$ cat src/hw/rtl/wxyb_pkg.sv
// Shared types and constants of the windowed xy bounds tracker.
`default_nettype none

package wxyb_pkg;

  localparam int STORE_DEPTH = 1024;
  localparam int COORD_W     = 24;
  localparam int ADDR_W      = $clog2(STORE_DEPTH);
  localparam int COUNT_W     = ADDR_W + 1;
  localparam int CFG_W       = 10;
  localparam int PADDR_W     = 3;
  localparam int PDATA_W     = 32;

  localparam logic [CFG_W-1:0]   MAX_POINTS_RESET = CFG_W'(100);
  localparam logic [COUNT_W-1:0] MIN_EFF_POINTS   = COUNT_W'(4);
  localparam logic [COUNT_W-1:0] MAX_EFF_POINTS   = COUNT_W'(STORE_DEPTH - 1);

  localparam logic OP_ADD   = 1'b0;
  localparam logic OP_CLEAR = 1'b1;

  localparam logic REG_MAX_POINTS = 1'b0;

  typedef struct packed {
    logic signed [COORD_W-1:0] x_low;
    logic signed [COORD_W-1:0] x_high;
    logic signed [COORD_W-1:0] y_low;
    logic signed [COORD_W-1:0] y_high;
  } bounds_t;

endpackage

`default_nettype wire

$ cat src/hw/rtl/wxyb_bounds_unit.sv
// Shared min/max compare unit: folds one point into the four bounds, or loads them from it.
`default_nettype none

module wxyb_bounds_unit (
  input  wxyb_pkg::bounds_t                cur,
  input  logic                             load,
  input  logic signed [wxyb_pkg::COORD_W-1:0] px,
  input  logic signed [wxyb_pkg::COORD_W-1:0] py,
  output wxyb_pkg::bounds_t                upd
);

  always_comb begin
    if (load) begin
      upd.x_low  = px;
      upd.x_high = px;
      upd.y_low  = py;
      upd.y_high = py;
    end else begin
      upd.x_low  = (px < cur.x_low)  ? px : cur.x_low;
      upd.x_high = (px > cur.x_high) ? px : cur.x_high;
      upd.y_low  = (py < cur.y_low)  ? py : cur.y_low;
      upd.y_high = (py > cur.y_high) ? py : cur.y_high;
    end
  end

endmodule

`default_nettype wire

$ cat config.mk
export PLATFORM = sky130hd
export DESIGN_NAME = wxyb_bounds_unit
export DESIGN_NICKNAME = d
export VERILOG_FILES = /design/src/hw/rtl/wxyb_pkg.sv /design/src/hw/rtl/wxyb_bounds_unit.sv
export SDC_FILE = /design/constraint.sdc
export NUM_CORES = 1
export LEC_CHECK = 0
export BUFFER_PORTS_ARGS = -buffer_cell sky130_fd_sc_hd__buf_2
export CAP_MARGIN = 40
export CORE_ASPECT_RATIO = 1.5
export CORE_UTILIZATION = 40
export DETAILED_ROUTE_END_ITERATION = 8
export MAX_ROUTING_LAYER = met4
export PLACE_DENSITY = 0.83
export SLEW_MARGIN = 20
export SYNTH_ARGS = -nofsm -noshare
export SYNTH_HDL_FRONTEND = slang
export SYNTH_SLANG_ARGS = --single-unit
$ cat constraint.sdc
create_clock -name vclk -period 8.9
set_input_delay 1.335 -clock vclk [all_inputs]
set_output_delay 1.335 -clock vclk [all_outputs]
set_load 0.02 [all_outputs]
After elaboration in Yosys (flattened, before gate mapping)
Cells that the tools add are included.

storage, ports and cells
  flip-flop bits (word level) = 0
  bits of input ports = 145
  output and inout port bits = 96
  logic and storage cells = 9

cells by class
  order comparisons = 4
  muxes and demuxes = 5

operators by type and width
  kind                            count
  two-way mux 24 bit              4
  two-way mux 96 bit              1
  greater-than comparator 24 bit  2
  < comparator 24 bit             2

Depth between registers and ports, before layout
Gate-level depths: netlist (run 1).

  word-level depth = 3
  mapped depth = 11
  gate-level depth less buffers = 9

Worst setup path before layout (run 1)
Ideal clock, no wire load.

  path kind = in2out
  start = in cur[93] (netlist name)
  end = out upd[75] (netlist name)
  arrival time = 3.617 ns
  required time = 7.565 ns
  slack = 3.948 ns
  stages = 10
  buffers on the path = 1
  cells stage by stage = inv_1 -> ha_1 -> a21o_1 -> a21o_1 -> a221o_1 -> a211oi_2 -> a21boi_2 -> xnor2_1 -> buf_2 -> o31ai_1

RTL lines
  what         line                   text
  from (decl)  wxyb_bounds_unit.sv:5  input wxyb_pkg::bounds_t cur,
  to (decl)    wxyb_bounds_unit.sv:9  output wxyb_pkg::bounds_t upd

==> impl_metrics.tcl, run 1 <==
set metrics [dict create \
    worst_ep_required_time_ns 7.57 \
    core_area_sq_um 9200 \
    cpMaxStageDelayCell "mux2i_2" \
    cts_hold_buf 0 \
    regArea_sq_um 0 \
    hold_viol 0 \
    fillCellCount 866 \
    antenna_found_initial 1 \
    syn_to_final_growth_pct 35.34 \
    synth_cell_types 42 \
    drtIter0Drc 108 \
    cp.arrival_ns 4.17 \
    dieArea_sq_um 9809 \
    final_antenna_net_count 0 \
    hp-start "cur[9]" \
    yosys_warnings 0 \
    powerDensity_nw_per_um2 70.58 \
    num_rows 43 \
    setup_slack_ns 3.397 \
    grt_max_degree 30 \
    vias 4539 \
    p_switching_uw 209.8 \
    clkbuf_count 0 \
    setup_viol 0 \
    min_path_cells 3 \
    startpoint_type "primary input" \
    crit_family "compound AO/OA/AOI/OAI gates" \
    crit_path_end_kind "output pin" \
    final_max_slew_viol_count 0 \
    crit_buf_inv 3 \
    fin_setup_tns_ns 0 \
    timing.hold.ws_ns 3.017 \
    first_pass_iters 4 \
    numPortBuffers 241 \
    postCtsSetupBuffers 0 \
    path_cells "buf_2 > ha_1 > nand4_1 > nor2_1 > a221o_1 > a211oi_2 > mux2i_2 > buf_4 > nand4_1 > o31ai_1 > buf_2" \
    drt_wl_total_mm 12.37 \
    switching_share_pct 58.35 \
    min_period_ns 5.503 \
    clock.fmax_mhz 181.7 \
    worst-path-max-fanout 13 \
    synthCells 486 \
    fin_nets 954 \
    grt_pass1_vias 4280 \
    wl_per_cell_um 14.97 \
    p_int_uw 149.7 \
    worstSetupPathType "primary input to output pin" \
    clock_power_share_pct 0 \
    pre_cts_ws_ns 3.346 \
    hp-class "primary input to output pin" \
    rsz0062_at_grt "false" \
    cap_violations 0 \
    peakVddDrop_uv 41.60 \
    drc 0 \
    grt_pass1_wl_mm 18.98 \
    period_share_pct 61.83 \
    grt_use_total_pct 24.76 \
    die_y_um 120.8 \
    holdPathEnd "upd[9]" \
    design_area_sq_um 5094 \
    total_power_uw 359.5 \
    place_area_sq_um 5065 \
    max_stage_delay_ns 0.65 \
    fp.dieW_um 81.20 \
    p_leak_nw 2.981 \
    comb_power_share_pct 100.0 \
    place_inst 823 \
    gr-total-overflow 0 \
    synthesis.area_sq_um 3764 \
    drive_gt1_share_pct 46.00 \
    start_util_pct 40.91 \
    dpl.hpwl_mm 10.80 \
    utilization_pct 55.37 \
    status "finished clean" \
    seqPwrFrac_pct 0 \
    gp_congestion 0.9615 \
    viasPerCell 5.495 \
    synth_seq_area_share_pct 0 \
    slew_headroom_pct 49.43 \
    fin_cells 826 \
    syn-num-nets 725 \
    syn_avg_cell_area_sq_um 7.744 \
    worst_pin_slew_ns 0.7568 \
    sequential_cell_total 0 \
    cts_resized 0 \
    io_pins 241 \
]
## cell usage after synthesis, types with 9 or more instances
library cell	n	area share, %
a21o_1	12	2.4
mux2_2	66	20
a21oi_1	28	3.7
o21ai_0	9	1.2
o31ai_1	18	3.6
inv_1	99	9.9
nand4_1	39	6.5
nor2_1	14	1.4
buf_2	9	1.2
nand2_1	16	1.6
o31ai_2	10	3.3
ha_1	94	31
## layout by cell type, fill, tap and decap left out, types with 3 or more instances in the layout
master    synthesis  final
nand4_1          39     39
nor2_1           14     14
buf_8             0      3
nor2b_1           7      7
a21oi_1          28     28
o21ai_0           9      9
mux2_2           66     66
o31ai_2          10     10
inv_1            99     99
mux2_1            6      6
a211oi_1          4      4
nand2b_1          4      4
ha_1             94     94
or4_1             4      4
a21o_1           12     12
nand2_1          16     16
buf_2             9    241
a31oi_1           3      3
nand3_1           6      6
o31ai_1          18     18
## power by group through the flow
stage          Sequential (mW)     Clock, mW  Combinational, mW
6_report                     0  0.0000000151              0.360
5_1_grt                      0  0.0000000151              0.395
4_1_cts                      0             0              0.359
3_5_place_dp                 0             0              0.357
3_3_place_gp                 0             0              0.349
2_1_floorplan                0             0              0.232
## cells by family after synthesis
| kind of cell | Yosys count | share of synthesized area (%) |
|---|---|---|
| AND/OR/NAND/NOR | 98 | 14.39 |
| XOR/XNOR | 1 | 0.2328 |
| AO/OA/AOI/OAI | 101 | 19.55 |
| adder cells (fa/ha/maj) | 94 | 31.25 |
| buffers and inverters | 119 | 12.77 |
| multiplexers | 73 | 21.81 |
## how the worst max path moves through the flow
stage / from / endpoint / cells after the start
floorplan: cur[93] / upd[75] / 10
global placement: cur[25] / upd[44] / 11
detailed placement: px[23] / upd[93] / 10
CTS: px[23] / upd[93] / 10
global route: cur[95] / upd[74] / 12
finish: px[23] / upd[72] / 11
## final cells by class
cell class         instances  area, sq um  share of cell area [%]
multi-input cells        367         3302                   64.82
repair buffers           247         1277                   25.08
inverters                 99        371.6                   7.295
well taps                112        140.1                   2.751
diodes                     1        2.502                 0.04913
## layer usage
metal  share of wire [%]  GRT usage [%]  up-vias
met3                 6.0          2.340       26
met2                  54          48.11      203
met4                 2.2          6.808        0
li1                    -              -     2258
met5                   0              -        -
met1                  38          25.38     2052
(Power assumes the default switching activity.)
==> run 2, diff against run 1 <==
clock period = 5.3 ns   (was 8.9 ns; I/O delays follow)
==> run 2 against run 1 <==
Against the previous run: sequential cell count did not move; largest cell class unchanged; global-route usage fell by 0.52 points; die area did not move.
==> impl_metrics.tcl, run 2 (same netlist as run 1, synthesis figures left out) <==
set metrics [dict create \
    utilization_pct 55.00 \
    vias 4446 \
    syn_to_final_growth_pct 34.44 \
    clock.fmax_mhz 222.9 \
    viasPerCell 5.383 \
    worstSetupPathType "primary input to output pin" \
    cts_resized 0 \
    dieArea_sq_um 9809 \
    io_pins 241 \
    grt_use_total_pct 24.24 \
    hp-class "primary input to output pin" \
    clkbuf_count 0 \
    grt_pass1_vias 4166 \
    worst_pin_slew_ns 0.8468 \
    start_util_pct 40.91 \
    slew_headroom_pct 43.55 \
    final_cell_mix "241 x buf_2, 99 x inv_1, 94 x ha_1" \
    die_y_um 120.8 \
    numPortBuffers 241 \
    antenna_found_initial 1 \
    startpoint_type "primary input" \
    core_area_sq_um 9200 \
    multi_input_area_sq_um 3294 \
    final_antenna_net_count 0 \
    cts_hold_buf 0 \
    postCtsSetupBuffers 0 \
    cap_violations 0 \
    status "finished clean" \
    fin_nets 954 \
    crit_path_end_kind "output pin" \
    fp.dieW_um 81.20 \
    fillCellCount 881 \
    min_path_cells 3 \
    fin_setup_tns_ns 0 \
    hold_viol 0 \
    final_max_slew_viol_count 0 \
    final_common_cell "buf_2" \
    peakVddDrop_uv 78.77 \
    gp_congestion 0.9248 \
    grt_max_degree 30 \
    dpl.hpwl_mm 10.53 \
    setup_viol 0 \
    powerDensity_nw_per_um2 117.9 \
    grt_pass1_wl_mm 18.49 \
    first_pass_iters 4 \
    regArea_sq_um 0 \
    rsz0062_at_grt "false" \
    drive_gt1_share_pct 46.00 \
    drt_wl_total_mm 12.03 \
    num_rows 43 \
    gr-total-overflow 0 \
    worst_ep_required_time_ns 4.51 \
    min_period_ns 4.486 \
    worst-path-max-fanout 24 \
    p_leak_nw 2.969 \
    drc 0 \
    wl_per_cell_um 14.57 \
    period_share_pct 84.64 \
    sequential_cell_total 0 \
    drtIter0Drc 132 \
    cp.arrival_ns 3.69 \
]
-- run 2: report_power, final --
group / switching (mW) / leakage (nW) / internal [mW] / total (mW)
combinational: 0.349 / 2.97 / 0.248 / 0.597
clock: 0 / 0.00000634 / 0.0000000254 / 0.0000000254
sequential: 0 / 0 / 0 / 0
total: 0.349 / 2.97 / 0.248 / 0.597
-- run 2: per-stage QoR --
| step | worst slack, ns | area, sq um | hold WS, ns | std cells | total power [mW] |
|---|---|---|---|---|---|
| after floorplan | 1.428 | 3764 | 1.763 | 486 | 0.3892 |
| after global placement | 0.8833 | 5057 | 1.938 | 825 | 0.5847 |
| after detailed placement | 0.8227 | 5057 | 1.942 | 825 | 0.5945 |
| after CTS | 0.8196 | 5057 | 1.944 | 825 | 0.5974 |
| after global routing | 0.6529 | 5060 | 1.955 | 826 | 0.6549 |
| final | 0.8139 | 5060 | 1.944 | 826 | 0.5966 |
-- run 2: layout make-up --
class | count | area share, %
antenna | 1 | 0.04946
inverter | 99 | 7.344
multi-input combinational | 367 | 65.11
tap | 112 | 2.770
timing repair buffer | 247 | 24.73
-- run 2: final timing paths --
kind	slack (ns)	start	end
setup / recovery	0.81	px[23]	upd[87]
hold / removal	1.94	cur[23]	upd[23]
-- run 2: critical path, stage by stage --
cell and delay [ns]:
buf_2 0.13, ha_1 0.38, nand4_1 0.22, nor2_1 0.08
a221o_1 0.32, a211oi_2 0.30, or4b_1 0.89, nand4_1 0.30
o31ai_2 0.09, buf_2 0.18
-- run 2: metal layers --
metal  vias up  routed length (um)  track usage [%]
li1       2250                   -                -
met1      1980                4631            24.34
met2       192                6451            48.16
met3        24                 661            2.113
met4         0                 287            5.915
met5         -                   0                -
